`config.mk`:
```
export PLATFORM = sky130hd
export DESIGN_NAME = json_string_unescape
export DESIGN_NICKNAME = d
export VERILOG_FILES = /design/src/sv/jsu_pkg.sv /design/src/sv/json_string_unescape.sv
export SDC_FILE = /design/constraint.sdc
export NUM_CORES = 1
export LEC_CHECK = 0
export CAP_MARGIN = 20
export CORE_ASPECT_RATIO = 2
export CORE_UTILIZATION = 64
export CTS_BUF_LIST = sky130_fd_sc_hd__clkbuf_4 sky130_fd_sc_hd__clkbuf_8 sky130_fd_sc_hd__clkbuf_16
export DETAILED_ROUTE_END_ITERATION = 10
export DONT_BUFFER_PORTS = 1
export PLACE_DENSITY = 0.76
export SLEW_MARGIN = 20
export SYNTH_ARGS = -nofsm -noshare
export SYNTH_HDL_FRONTEND = slang
export SYNTH_SLANG_ARGS = --single-unit
```
`constraint.sdc`:
```
create_clock -name clk -period 3.4 [get_ports clk]
set_input_delay 0.51 -clock clk [delete_from_list [all_inputs] [get_ports clk]]
set_output_delay 0.51 -clock clk [all_outputs]
set_load 0.005 [all_outputs]
```
`src/sv/jsu_pkg.sv`:
```
// types and constants for the json string unescape block
// used by json_string_unescape; depends on nothing
`timescale 1ns / 1ps
`default_nettype none

package jsu_pkg;

  typedef enum logic [1:0] {
    MODE_IDLE = 2'd0,
    MODE_STR  = 2'd1,
    MODE_ESC  = 2'd2,
    MODE_HEX  = 2'd3
  } mode_t;

  localparam logic [1:0] KIND_DATA = 2'd0;
  localparam logic [1:0] KIND_DONE = 2'd1;
  localparam logic [1:0] KIND_ERR  = 2'd2;

  localparam logic [2:0] ERR_NO_QUOTE    = 3'd0;
  localparam logic [2:0] ERR_UNTERM      = 3'd1;
  localparam logic [2:0] ERR_CTRL        = 3'd2;
  localparam logic [2:0] ERR_UNTERM_ESC  = 3'd3;
  localparam logic [2:0] ERR_TRUNC_U     = 3'd4;
  localparam logic [2:0] ERR_BAD_HEX     = 3'd5;
  localparam logic [2:0] ERR_UNKNOWN_ESC = 3'd6;

  localparam logic [7:0] CH_QUOTE = 8'h22;
  localparam logic [7:0] CH_BSL   = 8'h5C;
  localparam logic [7:0] CH_SPACE = 8'h20;

  localparam logic [7:0] UTF8_LEAD2 = 8'hC0;
  localparam logic [7:0] UTF8_LEAD3 = 8'hE0;
  localparam logic [7:0] UTF8_CONT  = 8'h80;

endpackage

`default_nettype wire

```
`src/sv/json_string_unescape.sv`:
```
// json string unescape: decodes one json string literal, byte by byte
// single module; depends on jsu_pkg for scan modes, result kinds and error codes
//
// usage:
//   in_*  : one raw text byte per beat in in_tdata, in_tuser high marks end of input
//           (then in_tdata is ignored); starts with the opening quote
//   out_* : decoded bytes, a done marker or an error code; out_tuser is the kind,
//           out_tlast is high on the final result caused by an input beat
// an input beat is decoded in the cycle it is accepted and its results sit in a
// three-entry result register from the next cycle.
// throughput is one byte per cycle while the receiver is ready and each byte gives
// at most one result; a \u escape that expands to two or three utf-8 bytes holds
// in_tready low while the result register drains.
// a beat is taken while the last waiting result is handed over, so a stalled
// receiver holds at most one beat of results and stops the input until drained.
// reset (rst_n low, synchronous) empties the result register and returns the
// decoder to idle, awaiting an opening quote. after done or any error it is idle
`timescale 1ns / 1ps
`default_nettype none

module json_string_unescape (
  input  wire logic        clk,
  input  wire logic        rst_n,
  input  wire logic        in_tvalid,
  output logic             in_tready,
  input  wire logic [7:0]  in_tdata,   // [7:0] in_byte
  input  wire logic        in_tuser,   // [0] end_of_input
  output logic             out_tvalid,
  input  wire logic        out_tready,
  output logic [15:0]      out_tdata,  // [7:0] out_byte, [10:8] error_code, [15:11] zero
  output logic [1:0]       out_tuser,  // [1:0] kind
  output logic             out_tlast   // last
);
  import jsu_pkg::*;

  // decoder state
  mode_t       mode_r, mode_nxt;
  logic [1:0]  hex_cnt_r, hex_cnt_nxt;
  logic [15:0] cp_r, cp_nxt;
  logic        bad_r, bad_nxt;

  // result register, entry 0 is presented
  logic [7:0]  res0_r, res1_r, res2_r;
  logic [7:0]  res0_nxt, res1_nxt, res2_nxt;
  logic [1:0]  kind_r, kind_nxt;
  logic [2:0]  err_r, err_nxt;
  logic [1:0]  rem_r, rem_nxt;

  logic        acc, pop, eoi;
  logic [7:0]  b;
  logic [3:0]  hex_d;
  logic        hex_ok;
  logic [15:0] cp_new;
  logic [7:0]  esc_d;
  logic        esc_simple;

  // decode results of the current beat
  logic [1:0]  n_res;
  logic [7:0]  d0, d1, d2;
  logic [1:0]  d_kind;
  logic [2:0]  d_err;

  assign b   = in_tdata;
  assign eoi = in_tuser;
  assign acc = in_tvalid && in_tready;
  assign pop = out_tvalid && out_tready;

  assign in_tready  = (rem_r == 2'd0) || ((rem_r == 2'd1) && out_tready);
  assign out_tvalid = (rem_r != 2'd0);
  assign out_tdata  = {5'd0, err_r, res0_r};
  assign out_tuser  = kind_r;
  assign out_tlast  = (rem_r == 2'd1);

  always_comb begin
    hex_ok = 1'b1;
    hex_d  = 4'd0;
    if (b >= 8'h30 && b <= 8'h39) begin
      hex_d = 4'(b - 8'h30);
    end else if (b >= 8'h61 && b <= 8'h66) begin
      hex_d = 4'(b - 8'h57);
    end else if (b >= 8'h41 && b <= 8'h46) begin
      hex_d = 4'(b - 8'h37);
    end else begin
      hex_ok = 1'b0;
    end
  end

  assign cp_new = {cp_r[11:0], hex_d};

  always_comb begin
    esc_simple = 1'b1;
    esc_d      = 8'd0;
    case (b)
      8'h22: esc_d = 8'h22;
      8'h5C: esc_d = 8'h5C;
      8'h2F: esc_d = 8'h2F;
      8'h6E: esc_d = 8'h0A;
      8'h72: esc_d = 8'h0D;
      8'h74: esc_d = 8'h09;
      8'h62: esc_d = 8'h08;
      8'h66: esc_d = 8'h0C;
      default: esc_simple = 1'b0;
    endcase
  end

  // next state
  always_comb begin
    mode_nxt    = mode_r;
    hex_cnt_nxt = hex_cnt_r;
    cp_nxt      = cp_r;
    bad_nxt     = bad_r;
    if (acc) begin
      case (mode_r)
        MODE_IDLE: begin
          if (!eoi && b == CH_QUOTE) mode_nxt = MODE_STR;
        end
        MODE_STR: begin
          if (eoi || b == CH_QUOTE || b < CH_SPACE) begin
            mode_nxt = MODE_IDLE;
          end else if (b == CH_BSL) begin
            mode_nxt = MODE_ESC;
          end
        end
        MODE_ESC: begin
          if (eoi) begin
            mode_nxt = MODE_IDLE;
          end else if (esc_simple) begin
            mode_nxt = MODE_STR;
          end else if (b == 8'h75) begin
            mode_nxt    = MODE_HEX;
            hex_cnt_nxt = 2'd0;
            cp_nxt      = 16'd0;
            bad_nxt     = 1'b0;
          end else begin
            mode_nxt = MODE_IDLE;
          end
        end
        MODE_HEX: begin
          if (eoi) begin
            mode_nxt    = MODE_IDLE;
            hex_cnt_nxt = 2'd0;
            cp_nxt      = 16'd0;
            bad_nxt     = 1'b0;
          end else if (hex_cnt_r != 2'd3) begin
            hex_cnt_nxt = hex_cnt_r + 2'd1;
            cp_nxt      = cp_new;
            bad_nxt     = bad_r | ~hex_ok;
          end else begin
            // fourth digit closes the escape either way
            mode_nxt    = (bad_r | ~hex_ok) ? MODE_IDLE : MODE_STR;
            hex_cnt_nxt = 2'd0;
            cp_nxt      = 16'd0;
            bad_nxt     = 1'b0;
          end
        end
        default: mode_nxt = MODE_IDLE;
      endcase
    end
  end

  // results of the beat
  always_comb begin
    n_res  = 2'd0;
    d0     = 8'd0;
    d1     = 8'd0;
    d2     = 8'd0;
    d_kind = KIND_DATA;
    d_err  = 3'd0;
    case (mode_r)
      MODE_IDLE: begin
        if (eoi || b != CH_QUOTE) begin
          n_res  = 2'd1;
          d_kind = KIND_ERR;
          d_err  = ERR_NO_QUOTE;
        end
      end
      MODE_STR: begin
        if (eoi) begin
          n_res  = 2'd1;
          d_kind = KIND_ERR;
          d_err  = ERR_UNTERM;
        end else if (b == CH_QUOTE) begin
          n_res  = 2'd1;
          d_kind = KIND_DONE;
        end else if (b < CH_SPACE) begin
          n_res  = 2'd1;
          d_kind = KIND_ERR;
          d_err  = ERR_CTRL;
        end else if (b != CH_BSL) begin
          n_res = 2'd1;
          d0    = b;
        end
      end
      MODE_ESC: begin
        if (eoi) begin
          n_res  = 2'd1;
          d_kind = KIND_ERR;
          d_err  = ERR_UNTERM_ESC;
        end else if (esc_simple) begin
          n_res = 2'd1;
          d0    = esc_d;
        end else if (b != 8'h75) begin
          n_res  = 2'd1;
          d_kind = KIND_ERR;
          d_err  = ERR_UNKNOWN_ESC;
        end
      end
      MODE_HEX: begin
        if (eoi) begin
          n_res  = 2'd1;
          d_kind = KIND_ERR;
          d_err  = ERR_TRUNC_U;
        end else if (hex_cnt_r == 2'd3) begin
          if (bad_r || !hex_ok) begin
            n_res  = 2'd1;
            d_kind = KIND_ERR;
            d_err  = ERR_BAD_HEX;
          end else if (cp_new < 16'h0080) begin
            n_res = 2'd1;
            d0    = cp_new[7:0];
          end else if (cp_new < 16'h0800) begin
            n_res = 2'd2;
            d0    = UTF8_LEAD2 | {3'd0, cp_new[10:6]};
            d1    = UTF8_CONT | {2'd0, cp_new[5:0]};
          end else begin
            n_res = 2'd3;
            d0    = UTF8_LEAD3 | {4'd0, cp_new[15:12]};
            d1    = UTF8_CONT | {2'd0, cp_new[11:6]};
            d2    = UTF8_CONT | {2'd0, cp_new[5:0]};
          end
        end
      end
      default: n_res = 2'd0;
    endcase
  end

  // result register load and drain
  always_comb begin
    res0_nxt = res0_r;
    res1_nxt = res1_r;
    res2_nxt = res2_r;
    kind_nxt = kind_r;
    err_nxt  = err_r;
    rem_nxt  = rem_r;
    if (acc && n_res != 2'd0) begin
      res0_nxt = d0;
      res1_nxt = d1;
      res2_nxt = d2;
      kind_nxt = d_kind;
      err_nxt  = d_err;
      rem_nxt  = n_res;
    end else if (pop) begin
      res0_nxt = res1_r;
      res1_nxt = res2_r;
      rem_nxt  = rem_r - 2'd1;
    end
  end

  always_ff @(posedge clk) begin
    if (!rst_n) begin
      mode_r    <= MODE_IDLE;
      hex_cnt_r <= 2'd0;
      cp_r      <= 16'd0;
      bad_r     <= 1'b0;
      rem_r     <= 2'd0;
    end else begin
      mode_r    <= mode_nxt;
      hex_cnt_r <= hex_cnt_nxt;
      cp_r      <= cp_nxt;
      bad_r     <= bad_nxt;
      rem_r     <= rem_nxt;
    end
  end

  always_ff @(posedge clk) begin
    res0_r <= res0_nxt;
    res1_r <= res1_nxt;
    res2_r <= res2_nxt;
    kind_r <= kind_nxt;
    err_r  <= err_nxt;
  end

  // hex gathering state is clean outside a \u escape
  a_hex_clean: assert property (@(posedge clk) disable iff (!rst_n)
    (mode_r != MODE_HEX) |-> (hex_cnt_r == 2'd0 && !bad_r))
    else $error("hex state not cleared outside escape");

  // done and error results always stand alone
  a_single_ctrl: assert property (@(posedge clk) disable iff (!rst_n)
    (out_tvalid && out_tuser != KIND_DATA) |-> out_tlast)
    else $error("done or error result not marked last");

  // end of input always leaves the decoder idle
  a_eoi_idle: assert property (@(posedge clk) disable iff (!rst_n)
    (acc && eoi) |=> (mode_r == MODE_IDLE))
    else $error("decoder not idle after end of input");

  // a multi-byte burst keeps presenting until its last beat
  a_burst_cont: assert property (@(posedge clk) disable iff (!rst_n)
    (pop && !out_tlast) |=> out_tvalid)
    else $error("utf-8 burst broken");

endmodule

`default_nettype wire

```
==> qor.txt, run 1 <==
cell-by-cell listing of the critical path: inv_1 -> ha_1 -> nor2b_1 -> o211ai_1 -> nor2_1 -> a22oi_1 -> o21a_1 -> o31ai_1
Post-Synthesis Cells: 301
cell taking the most area after synthesis: sky130_fd_sc_hd__edfxtp_1
Hold Buf Count CTS: 0
Critical R2R Capture: res0_r[2]
number of buffers inserted by post-CTS setup repair: 0
Max Buffers Root-to-Sink: 2
share of cells above drive strength 1: 9.967%
netlist area before placement: 2923 um^2
Critical Path Slowest Stage Cell: sky130_fd_sc_hd__nor2_1
placed cell count: 347
leakage dissipation: 1.054 nW
starting density of the core: 66.70%
total vias in the final route: 2,439
ratio of routed vias to standard cells: 6.870
DRC Markers: 0
number of unique standard cell types used by synthesis: 70
full die area: 4858 um^2
Max VDD drop: 0.3841 mV
wire length on met1: 2684 um
most repeated cell in the gate-level netlist after synthesis: sky130_fd_sc_hd__nand2_1
Port Buffers: 0
number of gates resized after cts: 0
predominant post-synthesis flop cell: sky130_fd_sc_hd__edfxtp_1
register bit count reported by yosys: 46
unrepaired setup endpoints after global routing: false
max-slew violation total from the final report: 0
routability congestion estimate: 0.8917
topmost layer with routed signal wires: met4
final-report hold violation count: 0
Commonest cells post-synth: sky130_fd_sc_hd__nand2_1, sky130_fd_sc_hd__edfxtp_1, sky130_fd_sc_hd__a22o_1, sky130_fd_sc_hd__dfxtp_1, sky130_fd_sc_hd__nor2_1
top-level I/O count: 34
crit-path leading delay family: simple AND/OR/NAND/NOR gates
area of the core region: 4382 um^2
vias in the first global route: 2,426
launch instance of the worst register-to-register path: mode_r[1]
Max-cap violations: 0
Data required, critical path: 3.54 ns
maximum number of pins on one net before global-route repair: 17
actual slew at the worst max-slew pin: 1.031 ns
Worst-Skew Late Latency: 0.30 ns
Critical Path Max Stage Delay: 0.53 ns
number of gates on the worst path with buffers counted: 8
setup TNS after final layout: 0 ns
share of the yosys chip area belonging to registers: 40.75%
number of clock buffers inserted by TritonCTS: 5
area added between synthesis and finish: 4.281%
detailed router's first-iteration violation count: 128
maximum fanout count along the critical path: 7
Overflow after GRT: 0
post-route ant nets: 0
initial antenna violation count: 0
Sequential Area: 1191 um^2
Die Span Y: 97.57 um
data arrival time at the worst-slack endpoint: 2.63 ns
overall fraction of global-route tracks in use: 32.05%
CTS tree: yes
critical path capture point type: flip-flop
category of the most critical setup path: reg -> reg
total number of H-tree levels: 2
Max-Slew Margin vs Limit: 31.13%
wire per inst: 20.60 um
worst reg2reg setup slack: 0.91 ns
die width: 49.79 um
Inserted Diodes: 0
Bufs and invs on worst path: 1
post-layout net count: 325
outcome: completed
timing startpoint of the critical path: mode_r[1]
Avg Inst Size Synth: 9.710 um^2
detailed-route wire length: 7313 um
clock transition at the register clock pins on the worst setup and hold paths after CTS: 0.09 ns
clock sink total: 46
final cell count without fillers: 355
worst clock skew: 0.003225 ns
period utilisation layout: 73.32%
cell types with the largest area share after synthesis: sky130_fd_sc_hd__edfxtp_1, sky130_fd_sc_hd__dfxtp_1, sky130_fd_sc_hd__a22o_1, sky130_fd_sc_hd__ha_1, sky130_fd_sc_hd__nand2_1
met2 wire length: 3842 um
final critical path time including I/O delays and setup: 2.493 ns
area occupied by multi-input gates: 1583 um^2
total power divided by cell area: 406.5 nW/um^2
startpoint kind of the worst setup timing path: flip-flop
first-pass iteration count of the detailed router: 5
Layout fillers: 345
max frequency: 0.4012 GHz
root buffer cell: sky130_fd_sc_hd__clkbuf_8
cell row count: 34
Hold Path Class: in -> reg
final core utilization: 69.56%
synth warn: 0
met3 wirelength from detailed routing: 390 um
FFs w/ async S/R, synth: 0%
area fraction of the dominant cell type after synthesis: 27.74%
EDFF count, synth: 27
CP Capture Point: res0_r[2]
Final setup viols: 0
cell depth of the worst flop-to-flop path: 8
wire length of the first global-routing pass: 11,810 um
post-detailed-placement half-perimeter wirelength: 5473 um
==> per-stage QoR <==
step / hold WS [ns] / cell area [um^2] / power [mW] / worst slack [ns]
finish: 0.3382 / 3048 / 1.239 / 0.9072
global route: 0.3406 / 3048 / 1.278 / 0.6733
CTS: 0.3333 / 3048 / 1.239 / 0.9225
detailed placement: 0.4734 / 2935 / 0.8342 / 0.6008
global placement: 0.4663 / 2935 / 0.8252 / 0.6769
floorplan: 0.4521 / 2938 / 0.8109 / 0.4710
==> layer usage <==
metal  vias up  track usage (%)
met3        31            3.599
li1       1127                -
met4         0            20.22
met5         -                0
met1      1148            35.65
met2       133            55.61
==> cells in the final DEF, fill, tap and decap left out, drive strengths merged, types with 5 or more instances in the layout <==
| cell | count |
|---|---|
| inv | 13 |
| clkbuf | 5 |
| dfxtp | 19 |
| nor2b | 9 |
| ha | 12 |
| nand2 | 31 |
| a22o | 20 |
| nand2b | 9 |
| nor2 | 15 |
| a21oi | 13 |
| nor3 | 7 |
| o21ai | 20 |
| or3 | 5 |
| buf | 6 |
| and2 | 6 |
| edfxtp | 27 |
| conb | 5 |
| a22oi | 8 |
==> how the worst min path moves through the flow <==
stage,start,depth (start not counted),endpoint,slack (ns)
2_1_floorplan,hex_cnt_r[0],1,hex_cnt_r[0],0.45
3_3_place_gp,hex_cnt_r[1],2,hex_cnt_r[1],0.47
3_5_place_dp,hex_cnt_r[1],2,hex_cnt_r[1],0.47
4_1_cts,rst_n,1,mode_r[1],0.33
5_1_grt,rst_n,1,mode_r[1],0.34
6_report,rst_n,1,rem_r[0],0.34
==> cells by family after synthesis <==
kind of cell / count (synthesis) / share of synthesized area (%)
AOI/OAI and AO/OA: 100 / 26.71
xor gates and xnor gates: 1 / 0.2997
adders and majority gates: 12 / 5.137
buffers and inverters: 31 / 5.607
DFF: 46 / 40.75
muxes: 2 / 0.6850
other: 1 / 0.1283
and+or+nand+nor: 108 / 20.68
==> final cells by class <==
type	count	area share (%)
multi-input combinational	228	51.93
sequential	46	39.08
clock buffer	5	2.258
tap	54	2.217
inverter	13	1.601
timing repair buffer	6	1.478
clock inverter	3	1.437
==> power breakdown <==
part / switching [mW] / internal [mW]
logic: 0.0911 / 0.0567
clock network: 0.196 / 0.220
registers: 0.0210 / 0.653
==> flip-flops by register name, indices dropped and copies added (netlist names) <==
signal / flops
res1_r: 7
out_tuser: 2
rem_r: 2
cp_r: 12
hex_cnt_r: 2
res0_r: 8
err_r: 3
bad_r: 1
mode_r: 2
res2_r: 7
(Power assumes the default switching activity.)
==> inputs of run 2 (changes only) <==
Clock period 3.4 ns to 2.57 ns, I/O delays scaled along.
==> qor.txt, run 2 (same netlist as run 1, synthesis figures left out) <==
Final setup viols: 0 (unchanged)
area added between synthesis and finish: 8.476% (was 4.281%)
starting density of the core: 66.70% (unchanged)
area of the core region: 4382 um^2 (unchanged)
post-route ant nets: 0 (unchanged)
total power divided by cell area: 518.0 nW/um^2 (was 406.5 nW/um^2)
post-layout net count: 339 (was 325)
final core utilization: 72.36% (was 69.56%)
Worst-Skew Late Latency: 0.31 ns (was 0.30 ns)
Max Buffers Root-to-Sink: 2 (unchanged)
category of the most critical setup path: reg -> reg (unchanged)
total vias in the final route: 2,541 (was 2,439)
post-detailed-placement half-perimeter wirelength: 5672 um (was 5473 um)
period utilisation layout: 89.05% (was 73.32%)
Bufs and invs on worst path: 2 (was 1)
Critical Path Max Stage Delay: 0.38 ns (was 0.53 ns)
Port Buffers: 0 (unchanged)
largest register by flop count: cp_r (unchanged)
DRC Markers: 0 (unchanged)
number of clock buffers inserted by TritonCTS: 5 (unchanged)
initial antenna violation count: 0 (unchanged)
final-report hold violation count: 0 (unchanged)
root buffer cell: sky130_fd_sc_hd__clkbuf_8 (unchanged)
Max VDD drop: 0.4110 mV (was 0.3841 mV)
detailed-route wire length: 7496 um (was 7313 um)
top-level I/O count: 34 (unchanged)
startpoint kind of the worst setup timing path: flip-flop (unchanged)
CTS tree: yes (unchanged)
Critical Path Slowest Stage Cell: sky130_fd_sc_hd__dfxtp_1 (was sky130_fd_sc_hd__nor2_1)
outcome: completed (unchanged)
maximum number of pins on one net before global-route repair: 22 (was 17)
final critical path time including I/O delays and setup: 2.289 ns (was 2.493 ns)
Overflow after GRT: 0 (unchanged)
max frequency: 0.4369 GHz (was 0.4012 GHz)
Inserted Diodes: 0 (unchanged)
full die area: 4858 um^2 (unchanged)
top library cells by usage in the layout, fill and taps aside: sky130_fd_sc_hd__nand2_1, sky130_fd_sc_hd__edfxtp_1, sky130_fd_sc_hd__a22o_1, sky130_fd_sc_hd__buf_4, sky130_fd_sc_hd__dfxtp_1 (was sky130_fd_sc_hd__nand2_1, sky130_fd_sc_hd__edfxtp_1, sky130_fd_sc_hd__a22o_1)
final cell count without fillers: 369 (was 355)
worst setup slack after layout: 0.2813 ns (was 0.9072 ns)
Internal Pwr Total: 1.233 mW (was 0.9305 mW)
share of cells above drive strength 1: 14.92% (was 9.967%)
proportion of total power due to net switching: 24.90% (was 24.89%)
die width: 49.79 um (unchanged)
placed cell count: 361 (was 347)
Hold Path Class: in -> reg (unchanged)
share of power burned in combinational logic: 12.5% (was 11.9%)
Data required, critical path: 2.68 ns (was 3.54 ns)
ratio of routed vias to standard cells: 6.886 (was 6.870)
maximum fanout count along the critical path: 21 (was 7)
Max-Slew Margin vs Limit: 47.84% (was 31.13%)
wire length of the first global-routing pass: 12,340 um (was 11,810 um)
max FFs per register: 12 (unchanged)
Die Span Y: 97.57 um (unchanged)
NetSw: 0.4089 mW (was 0.3084 mW)
crit-path leading delay family: compound AO/OA/AOI/OAI gates (was simple AND/OR/NAND/NOR gates)
clock transition at the register clock pins on the worst setup and hold paths after CTS: 0.08 ns (was 0.09 ns)
Hold Buf Count CTS: 0 (unchanged)
area of placed instances: 3057 um^2 (was 2935 um^2)
critical path capture point type: flip-flop (unchanged)
wire per inst: 20.31 um (was 20.60 um)
cell row count: 34 (unchanged)
worst clock skew: 0.01042 ns (was 0.003225 ns)
total number of H-tree levels: 2 (unchanged)
vias in the first global route: 2,536 (was 2,426)
first-pass iteration count of the detailed router: 6 (was 5)
data arrival time at the worst-slack endpoint: 2.40 ns (was 2.63 ns)
number of gates resized after cts: 0 (unchanged)
most common cell after layout, fill and taps aside: sky130_fd_sc_hd__nand2_1 (unchanged)
cell-by-cell listing of the critical path: inv_1 -> ha_1 -> nor2b_1 -> nand4b_1 -> o311a_1 -> o21bai_4 -> buf_4 -> o41ai_1 (was inv_1 -> ha_1 -> nor2b_1 -> o211ai_1 -> nor2_1 -> a22oi_1 -> o21a_1 -> o31ai_1)
unrepaired setup endpoints after global routing: false (unchanged)
clock sink total: 46 (unchanged)
routability congestion estimate: 0.9225 (was 0.8917)
part of the power in the clock network: 33.2% (was 33.6%)
post-route design area: 3171 um^2 (was 3048 um^2)
detailed router's first-iteration violation count: 144 (was 128)
max-slew violation total from the final report: 0 (unchanged)
actual slew at the worst max-slew pin: 0.7742 ns (was 1.031 ns)
Max-cap violations: 0 (unchanged)
sequential power share: 54.3% (was 54.4%)
Regs by FF count: cp_r (12), res0_r (8) (unchanged)
Setup Slack @ Placement: 0.08459 ns (was 0.6008 ns)
overall fraction of global-route tracks in use: 33.50% (was 32.05%)
leakage dissipation: 1.113 nW (was 1.054 nW)
Layout fillers: 339 (was 345)
setup TNS after final layout: 0 ns (unchanged)
number of buffers inserted by post-CTS setup repair: 0 (unchanged)
-- run 2: changes by cell type in the layout (fill, tap and decap cells not counted), sizes merged --
cell,delta
clkinv,-1
buf,+14
clkinvlp,+3
inv,-2
-- run 2: final timing paths --
kind                start            to  slack [ns]  cells past startpoint
min reg2reg  hex_cnt_r[1]  hex_cnt_r[1]        0.49                      2
max             mode_r[0]     res1_r[5]        0.28                      8
min                 rst_n      rem_r[0]        0.21                      1
max reg2reg     mode_r[0]     res1_r[5]        0.28                      8
-- run 2: through the flow --
| stage | hold slack, ns | power [mW] |
|---|---|---|
| after floorplan | 0.4521 | 1.078 |
| after global placement | 0.4730 | 1.103 |
| after detailed placement | 0.4797 | 1.111 |
| after CTS | 0.2070 | 1.639 |
| after global routing | 0.2046 | 1.695 |
| final | 0.2085 | 1.642 |
-- run 2: final cells by class --
cell class                      count  area, um^2  share of cell area (%)
Tap cell                           54       67.56                   2.131
Clock inverter                      3       45.04                   1.421
Timing Repair Buffer               20       150.1                   4.736
Sequential cell                    46        1191                   37.57
Inverter                           13       52.55                   1.657
Multi-Input combinational cell    228        1595                   50.32
Clock buffer                        5       68.82                   2.170
-- run 2: power groups by stage --
stage / logic, mW / registers [mW] / clock network (mW)
after floorplan: 0.179 / 0.900 / 0
after global placement: 0.196 / 0.907 / 0
after detailed placement: 0.203 / 0.909 / 0
after CTS: 0.204 / 0.892 / 0.543
after global routing: 0.224 / 0.900 / 0.572
final: 0.205 / 0.891 / 0.546
-- run 2: routing by layer --
layer  routed length [um]  share of wire (%)  track usage (%)
met2                 4143                 55            61.12
met4                  392                5.2            18.68
met5                    0                  0                0
met1                 2632                 35            34.82
met3                  328                4.4            4.851
==> inputs of run 3 (changes only) <==
Settings changed: CORE_UTILIZATION 64 to 65, PLACE_DENSITY 0.76 to 0.77.
Clock period 2.57 ns to 2.9 ns, I/O delays scaled along.
==> qor.txt, run 3 (same netlist as run 1, synthesis figures left out) <==
outcome: completed (unchanged)
leakage dissipation: 1.069 nW (was 1.113 nW)
top library cells by usage in the layout, fill and taps aside: sky130_fd_sc_hd__nand2_1, sky130_fd_sc_hd__edfxtp_1, sky130_fd_sc_hd__a22o_1 (was sky130_fd_sc_hd__nand2_1, sky130_fd_sc_hd__edfxtp_1, sky130_fd_sc_hd__a22o_1, sky130_fd_sc_hd__buf_4, sky130_fd_sc_hd__dfxtp_1)
Max-Slew Margin vs Limit: 35.16% (was 47.84%)
Regs by FF count: cp_r (12), res0_r (8) (unchanged)
NetSw: 0.3498 mW (was 0.4089 mW)
max frequency: 0.4200 GHz
root buffer cell: sky130_fd_sc_hd__clkbuf_8 (unchanged)
CTS tree: yes (unchanged)
cell row count: 34 (unchanged)
final cell count without fillers: 358 (was 369)
cell-by-cell listing of the critical path: inv_1 -> ha_1 -> or3b_2 -> or2_1 -> o311ai_4 -> o21bai_4 -> buf_4 -> o41ai_1 (was inv_1 -> ha_1 -> nor2b_1 -> nand4b_1 -> o311a_1 -> o21bai_4 -> buf_4 -> o41ai_1)
clock transition at the register clock pins on the worst setup and hold paths after CTS: 0.09 ns (was 0.08 ns)
worst clock skew: 0.008079 ns (was 0.01042 ns)
Max-cap violations: 0 (unchanged)
actual slew at the worst max-slew pin: 0.9706 ns (was 0.7742 ns)
Max VDD drop: 0.2713 mV (was 0.4110 mV)
DRC Markers: 0 (unchanged)
Bufs and invs on worst path: 2 (unchanged)
proportion of total power due to net switching: 24.28% (was 24.90%)
Worst-Skew Late Latency: 0.30 ns (was 0.31 ns)
period utilisation layout: 82.10%
post-route ant nets: 0 (unchanged)
unrepaired setup endpoints after global routing: false (unchanged)
data arrival time at the worst-slack endpoint: 2.43 ns (was 2.40 ns)
post-route design area: 3070 um^2 (was 3171 um^2)
Internal Pwr Total: 1.091 mW (was 1.233 mW)
initial antenna violation count: 0 (unchanged)
part of the power in the clock network: 33.5% (was 33.2%)
Critical Path Slowest Stage Cell: sky130_fd_sc_hd__or3b_2 (was sky130_fd_sc_hd__dfxtp_1)
total number of H-tree levels: 2 (unchanged)
Setup Slack @ Placement: 0.2055 ns (was 0.08459 ns)
placed cell count: 350 (was 361)
number of clock buffers inserted by TritonCTS: 5 (unchanged)
area of placed instances: 2958 um^2 (was 3057 um^2)
Hold Path Class: in -> reg (unchanged)
full die area: 4785 um^2 (was 4858 um^2)
area of the core region: 4339 um^2 (was 4382 um^2)
post-detailed-placement half-perimeter wirelength: 5326 um (was 5672 um)
vias in the first global route: 2,343 (was 2,536)
Inserted Diodes: 0 (unchanged)
post-layout net count: 328 (was 339)
final-report hold violation count: 0 (unchanged)
top-level I/O count: 34 (unchanged)
Max Buffers Root-to-Sink: 2 (unchanged)
worst setup slack after layout: 0.5192 ns (was 0.2813 ns)
share of cells above drive strength 1: 10.86% (was 14.92%)
number of buffers inserted by post-CTS setup repair: 0 (unchanged)
share of power burned in combinational logic: 11.6% (was 12.5%)
clock sink total: 46 (unchanged)
detailed router's first-iteration violation count: 147 (was 144)
area added between synthesis and finish: 5.051% (was 8.476%)
final core utilization: 70.76% (was 72.36%)
Port Buffers: 0 (unchanged)
startpoint kind of the worst setup timing path: input pin (was flip-flop)
Final Total Pwr: 1.441 mW (was 1.642 mW)
wire length of the first global-routing pass: 11,490 um (was 12,340 um)
Final setup viols: 0 (unchanged)
first-pass iteration count of the detailed router: 7 (was 6)
overall fraction of global-route tracks in use: 31.33% (was 33.50%)
maximum number of pins on one net before global-route repair: 23 (was 22)
setup TNS after final layout: 0 ns (unchanged)
max-slew violation total from the final report: 0 (unchanged)
total vias in the final route: 2,383 (was 2,541)
number of gates resized after cts: 0 (unchanged)
ratio of routed vias to standard cells: 6.656 (was 6.886)
category of the most critical setup path: in -> reg (was reg -> reg)
Data required, critical path: 2.95 ns (was 2.68 ns)
Hold Buf Count CTS: 0 (unchanged)
max FFs per register: 12 (unchanged)
total power divided by cell area: 469.2 nW/um^2 (was 518.0 nW/um^2)
most common cell after layout, fill and taps aside: sky130_fd_sc_hd__nand2_1 (unchanged)
largest register by flop count: cp_r (unchanged)
crit-path leading delay family: simple AND/OR/NAND/NOR gates (was compound AO/OA/AOI/OAI gates)
starting density of the core: 67.36% (was 66.70%)
wire per inst: 19.54 um (was 20.31 um)
maximum fanout count along the critical path: 22 (was 21)
detailed-route wire length: 6994 um (was 7496 um)
Final Hold Slack: 0.2512 ns (was 0.2085 ns)
die width: 49.42 um (was 49.79 um)
critical path capture point type: flip-flop (unchanged)
sequential power share: 54.8% (was 54.3%)
final critical path time including I/O delays and setup: 2.381 ns
Overflow after GRT: 0 (unchanged)
Critical Path Max Stage Delay: 0.52 ns (was 0.38 ns)
routability congestion estimate: 0.8919 (was 0.9225)
Die Span Y: 96.83 um (was 97.57 um)
run 3: worst paths after layout:
| kind | depth (start not counted) | endpoint | from | slack, ns |
|---|---|---|---|---|
| worst max register to register | 7 | cp_r[2] | rem_r[0] | 0.59 |
| worst min-delay path | 1 | rem_r[0] | rst_n | 0.25 |
| worst min register to register | 2 | hex_cnt_r[1] | hex_cnt_r[1] | 0.50 |
| worst max-delay path | 8 | res1_r[5] | in_tdata[0] | 0.52 |
run 3: layout make-up:
| class | instances | area, um^2 |
|---|---|---|
| Multi-Input combinational cell | 228 | 1583 |
| Clock inverter | 3 | 43.79 |
| Fill cell | 344 | 1269 |
| Inverter | 13 | 48.80 |
| Timing Repair Buffer | 9 | 67.56 |
| Tap cell | 54 | 67.56 |
| Sequential cell | 46 | 1191 |
| Clock buffer | 5 | 68.82 |
run 3: power by group through the flow:
stage	combinational, mW	sequential, mW	clock (mW)
floorplan	0.153	0.798	0
global placement	0.164	0.804	0
detailed placement	0.167	0.807	0
CTS	0.167	0.792	0.489
global route	0.185	0.797	0.511
finish	0.168	0.790	0.483
run 3: worst register-to-register path: cells and delay by family, from the launching register on:
kind            cells  cell delay (ns)
compound gates      3             0.58
fa+ha+maj           1             0.21
buf+inv             1             0.06
flops               1             0.39
simple gates        2             1.01
run 3: routing by layer:
metal,track usage [%],up-vias,wire (um)
met4,20.66,0,344
met3,3.459,27,333
met1,33.44,1119,2551
li1,-,1129,-
met2,55.74,108,3764
met5,0,-,0
